--- src/design/assert_macros.svh ---
// assertion macros shared by the sprite pixel pipeline modules
// no dependencies; included by the files that check their own logic
`ifndef ASSERT_MACROS_SVH
`define ASSERT_MACROS_SVH

// same-cycle implication, disabled during reset
`define ASSERT_IMPLIES(label, clk, rst, pre, post, msg) \
  label: assert property (@(posedge clk) disable iff (rst) (pre) |-> (post)) \
    else $error(msg);

// next-cycle implication, disabled during reset
`define ASSERT_NEXT(label, clk, rst, pre, post, msg) \
  label: assert property (@(posedge clk) disable iff (rst) (pre) |=> (post)) \
    else $error(msg);

`endif

--- src/design/scsp_pkg.sv ---
// shared constants, register codes and stage tag type of the sprite pixel pipeline
// no dependencies; imported by every module of the block
package scsp_pkg;

  localparam int COORD_BITS_DEF = 12;
  localparam int SIZE_RESET     = 64;
  localparam int D_FRAC         = 8;
  localparam int T_FRAC         = 16;
  localparam int T_BITS         = T_FRAC + 1;

  localparam logic [T_BITS-1:0] T_ONE   = 17'd65536;
  localparam logic [T_BITS-1:0] T_HALF  = 17'd32768;
  localparam logic [T_BITS-1:0] T_THIRD = 17'd21627;
  localparam logic [7:0]        BYTE_FULL  = 8'd255;
  localparam logic [23:0]       ALPHA_GAIN = 24'd510;

  typedef enum logic [1:0] {
    REG_WIDTH  = 2'd0,
    REG_HEIGHT = 2'd1,
    REG_MODE   = 2'd2
  } cfg_reg_t;

  typedef struct packed {
    logic valid;
    logic in_circle;
  } stage_tag_t;

endpackage

--- src/design/soft_circle_sprite_pixel.sv ---
// top level of the soft circle sprite pixel generator
// depends on scsp_pkg, scsp_geom, scsp_sqrt, scsp_div and scsp_shade
//
// Usage:
//   in channel  (in_valid/in_ready, pos_x, pos_y): one pixel coordinate per transaction
//   out channel (out_valid/out_ready, blue/green/red_pixel): three packed pixels per
//   input transaction, in input order
//   cfg channel (cfg_valid/cfg_ready, cfg_index, cfg_data): 0 width, 1 height,
//   2 argb_mode; cfg_ready is always high, other indexes are ignored; write only
//   while no transaction is in flight
// Throughput: one transaction per cycle, sustained, while out_ready stays high.
// Pipeline: the geometry stages, then the square root pipeline (one root bit per stage,
//   COORD_BITS + 8 stages), the divider (one quotient bit per stage, 17 stages)
//   and the shading and output registers, from input acceptance to out_valid.
// Stall: when out_ready is low the result holds; one more result goes to a skid slot,
//   then in_ready drops and the whole pipeline freezes with nothing lost.
// Reset: synchronous; clears all valid bits, sets width and height to 64 and ARGB
//   packing; in_ready is high from the first cycle after reset.
module soft_circle_sprite_pixel #(
  parameter int COORD_BITS = scsp_pkg::COORD_BITS_DEF
) (
  input  logic                  clk,
  input  logic                  rst,
  input  logic                  in_valid,
  output logic                  in_ready,
  input  logic [COORD_BITS-1:0] pos_x,
  input  logic [COORD_BITS-1:0] pos_y,
  output logic                  out_valid,
  input  logic                  out_ready,
  output logic [31:0]           blue_pixel,
  output logic [31:0]           green_pixel,
  output logic [31:0]           red_pixel,
  input  logic                  cfg_valid,
  output logic                  cfg_ready,
  input  logic [1:0]            cfg_index,
  input  logic [COORD_BITS:0]   cfg_data
);
  import scsp_pkg::*;

  localparam int C = COORD_BITS;

  logic [C:0] sprite_width;
  logic [C:0] sprite_height;
  logic       argb_mode;

  logic                adv;
  stage_tag_t          g_tag, s_tag, d_tag;
  logic [2*C-1:0]      g_sum;
  logic [C-1:0]        g_radius, s_radius;
  logic [C+D_FRAC-1:0] s_root;
  logic [T_BITS-1:0]   d_t;

  assign cfg_ready = 1'b1;
  assign in_ready  = adv;

  always_ff @(posedge clk) begin
    if (rst) begin
      sprite_width  <= (C+1)'(SIZE_RESET);
      sprite_height <= (C+1)'(SIZE_RESET);
      argb_mode     <= 1'b1;
    end else if (cfg_valid) begin
      unique case (cfg_reg_t'(cfg_index))
        REG_WIDTH:  sprite_width  <= cfg_data;
        REG_HEIGHT: sprite_height <= cfg_data;
        REG_MODE:   argb_mode     <= cfg_data[0];
        default: begin
        end
      endcase
    end
  end

  scsp_geom #(.COORD_BITS(COORD_BITS)) u_geom (
    .clk           (clk),
    .rst           (rst),
    .adv           (adv),
    .in_valid      (in_valid),
    .pos_x         (pos_x),
    .pos_y         (pos_y),
    .sprite_width  (sprite_width),
    .sprite_height (sprite_height),
    .out_tag       (g_tag),
    .out_sum       (g_sum),
    .out_radius    (g_radius)
  );

  scsp_sqrt #(.COORD_BITS(COORD_BITS)) u_sqrt (
    .clk        (clk),
    .rst        (rst),
    .adv        (adv),
    .in_tag     (g_tag),
    .in_sum     (g_sum),
    .in_radius  (g_radius),
    .out_tag    (s_tag),
    .out_root   (s_root),
    .out_radius (s_radius)
  );

  scsp_div #(.COORD_BITS(COORD_BITS)) u_div (
    .clk       (clk),
    .rst       (rst),
    .adv       (adv),
    .in_tag    (s_tag),
    .in_root   (s_root),
    .in_radius (s_radius),
    .out_tag   (d_tag),
    .out_t     (d_t)
  );

  scsp_shade u_shade (
    .clk         (clk),
    .rst         (rst),
    .in_tag      (d_tag),
    .in_t        (d_t),
    .argb_mode   (argb_mode),
    .pipe_ready  (adv),
    .out_valid   (out_valid),
    .out_ready   (out_ready),
    .blue_pixel  (blue_pixel),
    .green_pixel (green_pixel),
    .red_pixel   (red_pixel)
  );

endmodule

--- src/design/scsp_geom.sv ---
// geometry front end: offsets from centre, squares, radius test
// depends on scsp_pkg
module scsp_geom #(
  parameter int COORD_BITS = scsp_pkg::COORD_BITS_DEF
) (
  input  logic                       clk,
  input  logic                       rst,
  input  logic                       adv,
  input  logic                       in_valid,
  input  logic [COORD_BITS-1:0]      pos_x,
  input  logic [COORD_BITS-1:0]      pos_y,
  input  logic [COORD_BITS:0]        sprite_width,
  input  logic [COORD_BITS:0]        sprite_height,
  output scsp_pkg::stage_tag_t       out_tag,
  output logic [2*COORD_BITS-1:0]    out_sum,
  output logic [COORD_BITS-1:0]      out_radius
);
  import scsp_pkg::*;

  localparam int C = COORD_BITS;

  logic [C-1:0] cx, cy, r_comb, dx_comb, dy_comb;
  logic [2*C:0] s_comb;
  logic         inside_comb;

  logic         v1, v2;
  logic [C-1:0] dx1, dy1, r1;
  logic [2*C-1:0] dx2, dy2, rr2;
  logic [C-1:0] r2;

  assign cx      = sprite_width[C:1];
  assign cy      = sprite_height[C:1];
  assign r_comb  = (cx < cy) ? cx : cy;
  assign dx_comb = (pos_x >= cx) ? pos_x - cx : cx - pos_x;
  assign dy_comb = (pos_y >= cy) ? pos_y - cy : cy - pos_y;

  assign s_comb      = {1'b0, dx2} + {1'b0, dy2};
  assign inside_comb = (r2 != '0) && (s_comb < {1'b0, rr2});

  always_ff @(posedge clk) begin
    if (rst) begin
      v1      <= 1'b0;
      v2      <= 1'b0;
      out_tag <= '0;
    end else if (adv) begin
      v1      <= in_valid;
      v2      <= v1;
      out_tag <= '{valid: v2, in_circle: inside_comb};
    end
  end

  always_ff @(posedge clk) begin
    if (adv) begin
      dx1        <= dx_comb;
      dy1        <= dy_comb;
      r1         <= r_comb;
      dx2        <= dx1 * dx1;
      dy2        <= dy1 * dy1;
      rr2        <= r1 * r1;
      r2         <= r1;
      out_sum    <= inside_comb ? s_comb[2*C-1:0] : '0;
      out_radius <= r2;
    end
  end

endmodule

--- src/design/scsp_sqrt.sv ---
// pipelined digit-by-digit square root, one root bit per stage
// depends on scsp_pkg and assert_macros.svh
`include "assert_macros.svh"

module scsp_sqrt #(
  parameter int COORD_BITS = scsp_pkg::COORD_BITS_DEF
) (
  input  logic                                   clk,
  input  logic                                   rst,
  input  logic                                   adv,
  input  scsp_pkg::stage_tag_t                   in_tag,
  input  logic [2*COORD_BITS-1:0]                in_sum,
  input  logic [COORD_BITS-1:0]                  in_radius,
  output scsp_pkg::stage_tag_t                   out_tag,
  output logic [COORD_BITS+scsp_pkg::D_FRAC-1:0] out_root,
  output logic [COORD_BITS-1:0]                  out_radius
);
  import scsp_pkg::*;

  localparam int C    = COORD_BITS;
  localparam int QW   = C + D_FRAC;
  localparam int RW   = 2 * QW;
  localparam int REMW = QW + 2;

  stage_tag_t       tag      [QW];
  logic [REMW-1:0]  rem      [QW];
  logic [QW-1:0]    root     [QW];
  logic [RW-1:0]    rad      [QW];
  logic [C-1:0]     radius   [QW];

  stage_tag_t       tag_in   [QW];
  logic [REMW-1:0]  rem_in   [QW];
  logic [QW-1:0]    root_in  [QW];
  logic [RW-1:0]    rad_in   [QW];
  logic [C-1:0]     radius_in[QW];

  logic [REMW-1:0]  rem_next [QW];
  logic [QW-1:0]    root_next[QW];
  logic [RW-1:0]    rad_next [QW];

  for (genvar k = 0; k < QW; k++) begin : g_src
    if (k == 0) begin : g_first
      assign tag_in[k]    = in_tag;
      assign rem_in[k]    = '0;
      assign root_in[k]   = '0;
      assign rad_in[k]    = {in_sum, {(2*D_FRAC){1'b0}}};
      assign radius_in[k] = in_radius;
    end else begin : g_rest
      assign tag_in[k]    = tag[k-1];
      assign rem_in[k]    = rem[k-1];
      assign root_in[k]   = root[k-1];
      assign rad_in[k]    = rad[k-1];
      assign radius_in[k] = radius[k-1];
    end
  end

  always_comb begin
    logic [REMW-1:0] rem_sh;
    logic [REMW-1:0] trial;
    logic            ge;
    for (int k = 0; k < QW; k++) begin
      rem_sh       = {rem_in[k][REMW-3:0], rad_in[k][RW-1 -: 2]};
      trial        = {root_in[k], 2'b01};
      ge           = rem_sh >= trial;
      rem_next[k]  = ge ? rem_sh - trial : rem_sh;
      root_next[k] = {root_in[k][QW-2:0], ge};
      rad_next[k]  = {rad_in[k][RW-3:0], 2'b00};
    end
  end

  always_ff @(posedge clk) begin
    if (rst) begin
      for (int k = 0; k < QW; k++) begin
        tag[k] <= '0;
      end
    end else if (adv) begin
      for (int k = 0; k < QW; k++) begin
        tag[k] <= tag_in[k];
      end
    end
  end

  always_ff @(posedge clk) begin
    if (adv) begin
      for (int k = 0; k < QW; k++) begin
        rem[k]    <= rem_next[k];
        root[k]   <= root_next[k];
        rad[k]    <= rad_next[k];
        radius[k] <= radius_in[k];
      end
    end
  end

  assign out_tag    = tag[QW-1];
  assign out_root   = root[QW-1];
  assign out_radius = radius[QW-1];

  `ASSERT_IMPLIES(a_root_below_radius, clk, rst, out_tag.valid && out_tag.in_circle,
    (out_root < {out_radius, {D_FRAC{1'b0}}}), "distance root not below radius")

endmodule

--- src/design/scsp_div.sv ---
// pipelined restoring divider for the intensity t, one quotient bit per stage
// depends on scsp_pkg and assert_macros.svh
`include "assert_macros.svh"

module scsp_div #(
  parameter int COORD_BITS = scsp_pkg::COORD_BITS_DEF
) (
  input  logic                                   clk,
  input  logic                                   rst,
  input  logic                                   adv,
  input  scsp_pkg::stage_tag_t                   in_tag,
  input  logic [COORD_BITS+scsp_pkg::D_FRAC-1:0] in_root,
  input  logic [COORD_BITS-1:0]                  in_radius,
  output scsp_pkg::stage_tag_t                   out_tag,
  output logic [scsp_pkg::T_BITS-1:0]            out_t
);
  import scsp_pkg::*;

  localparam int C  = COORD_BITS;
  localparam int NW = C + 2 * D_FRAC;
  localparam int QS = T_BITS;

  logic [NW-1:0] num;

  stage_tag_t     tag      [QS];
  logic [C-1:0]   rem      [QS];
  logic [QS-1:0]  quo      [QS];
  logic [QS-1:0]  low      [QS];
  logic [C-1:0]   dvs      [QS];

  stage_tag_t     tag_in   [QS];
  logic [C-1:0]   rem_in   [QS];
  logic [QS-1:0]  quo_in   [QS];
  logic [QS-1:0]  low_in   [QS];
  logic [C-1:0]   dvs_in   [QS];

  logic [C-1:0]   rem_next [QS];
  logic [QS-1:0]  quo_next [QS];
  logic [QS-1:0]  low_next [QS];

  // (radius in Q.8 minus distance) scaled to Q.16
  assign num = {({in_radius, {D_FRAC{1'b0}}} - in_root), {D_FRAC{1'b0}}};

  for (genvar k = 0; k < QS; k++) begin : g_src
    if (k == 0) begin : g_first
      assign tag_in[k] = in_tag;
      assign rem_in[k] = C'(num[NW-1:QS]);
      assign quo_in[k] = '0;
      assign low_in[k] = num[QS-1:0];
      assign dvs_in[k] = in_radius;
    end else begin : g_rest
      assign tag_in[k] = tag[k-1];
      assign rem_in[k] = rem[k-1];
      assign quo_in[k] = quo[k-1];
      assign low_in[k] = low[k-1];
      assign dvs_in[k] = dvs[k-1];
    end
  end

  always_comb begin
    logic [C:0] rem_sh;
    logic [C:0] rem_sub;
    logic       ge;
    for (int k = 0; k < QS; k++) begin
      rem_sh      = {rem_in[k], low_in[k][QS-1]};
      ge          = rem_sh >= {1'b0, dvs_in[k]};
      rem_sub     = rem_sh - {1'b0, dvs_in[k]};
      rem_next[k] = ge ? rem_sub[C-1:0] : rem_sh[C-1:0];
      quo_next[k] = {quo_in[k][QS-2:0], ge};
      low_next[k] = {low_in[k][QS-2:0], 1'b0};
    end
  end

  always_ff @(posedge clk) begin
    if (rst) begin
      for (int k = 0; k < QS; k++) begin
        tag[k] <= '0;
      end
    end else if (adv) begin
      for (int k = 0; k < QS; k++) begin
        tag[k] <= tag_in[k];
      end
    end
  end

  always_ff @(posedge clk) begin
    if (adv) begin
      for (int k = 0; k < QS; k++) begin
        rem[k] <= rem_next[k];
        quo[k] <= quo_next[k];
        low[k] <= low_next[k];
        dvs[k] <= dvs_in[k];
      end
    end
  end

  assign out_tag = tag[QS-1];
  assign out_t   = quo[QS-1];

  `ASSERT_IMPLIES(a_t_in_range, clk, rst, out_tag.valid && out_tag.in_circle,
    (out_t <= T_ONE), "intensity above one")

endmodule

--- src/design/scsp_shade.sv ---
// alpha and highlight shaping, pixel packing, output register with skid slot
// depends on scsp_pkg and assert_macros.svh
`include "assert_macros.svh"

module scsp_shade (
  input  logic                         clk,
  input  logic                         rst,
  input  scsp_pkg::stage_tag_t         in_tag,
  input  logic [scsp_pkg::T_BITS-1:0]  in_t,
  input  logic                         argb_mode,
  output logic                         pipe_ready,
  output logic                         out_valid,
  input  logic                         out_ready,
  output logic [31:0]                  blue_pixel,
  output logic [31:0]                  green_pixel,
  output logic [31:0]                  red_pixel
);
  import scsp_pkg::*;

  logic [23:0]       a_prod;
  logic [7:0]        alpha_comb;
  logic [T_BITS-1:0] t_diff;
  logic [T_BITS:0]   v_dbl;
  logic [T_BITS-1:0] v_comb;

  stage_tag_t        tag_a;
  logic [7:0]        alpha_a;
  logic [T_BITS-1:0] v_a;

  logic [23:0]       h_prod;
  logic [7:0]        h;
  logic [31:0]       blue_comb, green_comb, red_comb;
  logic              push;

  logic              skid_valid;
  logic [31:0]       skid_blue, skid_green, skid_red;

  assign a_prod     = 24'(in_t[T_FRAC-2:0]) * ALPHA_GAIN;
  assign alpha_comb = (in_t >= T_HALF) ? BYTE_FULL : a_prod[23:16];
  assign t_diff     = in_t - T_THIRD;
  assign v_dbl      = {t_diff, 1'b0};

  always_comb begin
    if (in_t <= T_THIRD) begin
      v_comb = '0;
    end else if (v_dbl > {1'b0, T_ONE}) begin
      v_comb = T_ONE;
    end else begin
      v_comb = v_dbl[T_BITS-1:0];
    end
  end

  assign pipe_ready = !skid_valid;

  always_ff @(posedge clk) begin
    if (rst) begin
      tag_a <= '0;
    end else if (pipe_ready) begin
      tag_a <= in_tag;
    end
  end

  always_ff @(posedge clk) begin
    if (pipe_ready) begin
      alpha_a <= alpha_comb;
      v_a     <= v_comb;
    end
  end

  assign h_prod = 24'(v_a) * 24'(BYTE_FULL);
  assign h      = h_prod[23:16];

  always_comb begin
    if (!tag_a.in_circle) begin
      blue_comb  = '0;
      green_comb = '0;
      red_comb   = '0;
    end else if (argb_mode) begin
      blue_comb  = {alpha_a, h, h, BYTE_FULL};
      green_comb = {alpha_a, h, BYTE_FULL, h};
      red_comb   = {alpha_a, BYTE_FULL, h, h};
    end else begin
      blue_comb  = {h, h, BYTE_FULL, alpha_a};
      green_comb = {h, BYTE_FULL, h, alpha_a};
      red_comb   = {BYTE_FULL, h, h, alpha_a};
    end
  end

  assign push = pipe_ready && tag_a.valid;

  always_ff @(posedge clk) begin
    if (rst) begin
      out_valid  <= 1'b0;
      skid_valid <= 1'b0;
    end else if (skid_valid) begin
      if (out_ready) begin
        skid_valid <= 1'b0;
      end
    end else if (!out_valid || out_ready) begin
      out_valid <= push;
    end else if (push) begin
      skid_valid <= 1'b1;
    end
  end

  always_ff @(posedge clk) begin
    if (skid_valid) begin
      if (out_ready) begin
        blue_pixel  <= skid_blue;
        green_pixel <= skid_green;
        red_pixel   <= skid_red;
      end
    end else if (!out_valid || out_ready) begin
      if (push) begin
        blue_pixel  <= blue_comb;
        green_pixel <= green_comb;
        red_pixel   <= red_comb;
      end
    end else if (push) begin
      skid_blue  <= blue_comb;
      skid_green <= green_comb;
      skid_red   <= red_comb;
    end
  end

  `ASSERT_IMPLIES(a_empty_output_takes_more, clk, rst, !out_valid, pipe_ready,
    "pipeline stalled with empty output")
  `ASSERT_NEXT(a_skid_keeps_output, clk, rst, skid_valid, out_valid,
    "skid transaction without output transaction")

endmodule

--- config.mk ---
export PLATFORM = sky130hd
export DESIGN_NAME = soft_circle_sprite_pixel
export DESIGN_NICKNAME = d
export VERILOG_FILES = /design/src/design/scsp_pkg.sv /design/src/design/soft_circle_sprite_pixel.sv /design/src/design/scsp_geom.sv /design/src/design/scsp_sqrt.sv /design/src/design/scsp_div.sv /design/src/design/scsp_shade.sv
export VERILOG_INCLUDE_DIRS = /design/src /design/src/design
export SDC_FILE = /design/constraint.sdc
export NUM_CORES = 2
export LEC_CHECK = 0
export BUFFER_PORTS_ARGS = -buffer_cell sky130_fd_sc_hd__buf_2
export CAP_MARGIN = 15
export CELL_PAD_IN_SITES_DETAIL_PLACEMENT = 0
export CELL_PAD_IN_SITES_GLOBAL_PLACEMENT = 1
export CORE_MARGIN = 2
export CORE_UTILIZATION = 48
export CTS_CLUSTER_DIAMETER = 150
export CTS_CLUSTER_SIZE = 30
export DETAILED_ROUTE_END_ITERATION = 7
export GPL_TIMING_DRIVEN = 0
export PLACE_DENSITY_LB_ADDON = 0.15
export SYNTH_ARGS = -nofsm -noshare
export SYNTH_HDL_FRONTEND = slang
export SYNTH_HIERARCHICAL = 1
export SYNTH_SLANG_ARGS = --single-unit
--- constraint.sdc ---
create_clock -name clk -period 62.8 [get_ports clk]
set_input_delay 18.84 -clock clk [delete_from_list [all_inputs] [get_ports clk]]
set_output_delay 18.84 -clock clk [all_outputs]
set_load 0.05 [all_outputs]
==> metrics <==
register area 56700 um2; Setup Buffers After CTS 0; clock slew at reported path FFs around 110 ps; Starting Density 48.3%; cts bufs inserted 75; Max Slew Vio Count 0; HP Class reg2reg; first-pass GRT wire length 347000 um; Critical R2R Launch u_geom/dy1[7]; Placer Congestion 0.855; Port Buffer Count 141; Global Route Usage Sum 18.4%; Pre-antenna DRT Iters 6; Required @ worst endpoint roughly 44000 ps; CTS sink cnt 1900; fill cell count around 20000; setup ws final between 30000 and 40000 ps; headroom to the max-slew limit 21.7%; die width 483 um; crit path launch u_shade/skid_valid; Vias ~66000; TritonCTS clock tree built; RSZ-0062 raised after global routing no; # hold bufs at CTS 0; synth warn 6; Final setup viols 0; Overflow after GRT 0; worst r2r path cells 21; achievable frequency 0.0432 GHz; core area 227000 um2; nets@finish 10644; cells after synthesis 9158; routed len/inst ~17 um; io pins 143; DRT iter0 DRCs 4108; Root Buffer clkbuf_16; die height slightly below 500 um; hold depth 0; Tmin final around 23000 ps; row count 175; # placed instances 12325; max-cap violations 0; largest net degree at the start of global routing 190; syn_nets 10409; Final Core Density between 50% and 60%; CP Data Arrival Time 4300 ps; synthesized area approximately 110000 um2; DIE AREA 233000 um2; Area Growth Syn to Fin 6.40%; Post-DP HPWL ~160000 um; fin cells 12444; vias per cell 5.32; Worst Max-Slew Pin Slew 1180 ps; mean post-synth cell area 12.0 um2; Hold Violations, Final 0; Worst Skew roughly 57 ps; DRC 0; DRT Wirelength 216000 um; total negative slack 0 ps; vias in the first global route between 60000 and 70000; Final Cycle Share 36.8%; status finished clean; Max clock buf depth 3; startpoint class of the critical path flip-flop; Max H-tree Level 3; post-CTS sizing 0; Clock Latency Late Sink 770 ps; area of the multi-input gates 46700 um2; CP Capture Type primary output; Antenna Nets Post-Route 0; layout cell share with drive strength beyond 1 6.87%; min-delay src u_sqrt/radius[3][6]; crit path max fanout 161; Crit Path Category reg2out; initial antenna violation count 2; pre-CTS setup slack roughly 40000 ps
path summary, 6_finish.rpt:
path | to | slack, ps
worst max-delay path | in_ready | 39660
worst min-delay path | u_sqrt/radius[3][18] | 410
worst max register to register | u_geom/dy2[23] | 56250
worst min register to register | u_sqrt/radius[3][18] | 410
final cells by class:
cell class	instances	share of cell area (%)
Inverter	1329	4.26
Buffer	272	1.35
Multi-Input combinational cell	5657	39.9
Tap cell	3009	3.22
Sequential cell	1900	48.5
Antenna cell	1	0.00214
Clock inverter	11	0.135
Timing Repair Buffer	158	0.910
Clock buffer	107	1.73
critical path, cell delays in order, from the launching register on:
cell      delay, ps
dfxtp_1         310
clkbuf_1        190
inv_2           290
buf_16          350
buf_16          570
buf_16          470
buf_16          540
buf_2           400
through the flow:
stage          cell area (um2)  hold WS [ps]
6_report                117000           412
5_1_grt                 117000           422
4_1_cts                 117000           406
3_5_place_dp            115000           405
3_3_place_gp            114000           401
2_1_floorplan           110000           400
layout by cell type, fill, tap and decap left out, types with 33 or more instances in the layout:
master and count:
nand2_1 502, xor2_1 192, nand2b_1 113, buf_2 169, a221oi_1 35, fa_1 407
clkbuf_16 76, and2_1 214, o211ai_1 43, nor4_1 56, o21ai_1 34, a21oi_1 417
a211oi_1 46, dfxtp_1 33, mux2_4 43, mux2_1 43, nor2_1 490, nand4_1 55
o21a_1 141, nand3_1 134, mux2i_1 71, ha_1 800, clkbuf_1 151, nor2b_1 112
xnor2_1 290, o31a_1 46, buf_4 104, a31oi_1 38, o21ai_0 330, and3_1 48
inv_1 1324, or3_1 53, edfxtp_1 1867, mux2_2 73, nor3_1 167, a21o_1 124
or2_2 35, o31ai_1 72
layer usage:
layer / global-route usage [%] / vias to the layer above / part of all wire, %
met1: 23.8 / 32507 / 44
met4: 3.70 / 2 / 1.6
li1: - / 32614 / -
met3: 1.58 / 184 / 2.7
met5: 0 / - / 0.0060
met2: 33.6 / 834 / 51
registers in the layout, indices dropped and copies added (netlist names), 36 cells and up:
signal         count
u_div/dvs        192
u_div/low         36
u_div/quo        153
u_div/rem        192
u_sqrt/rad       132
u_sqrt/radius    240
u_sqrt/rem       350
u_sqrt/root      210
u_sqrt/tag        40
Power is not shown: default switching activity piles up to over one toggle a cycle in this logic, so the estimate is an artifact.
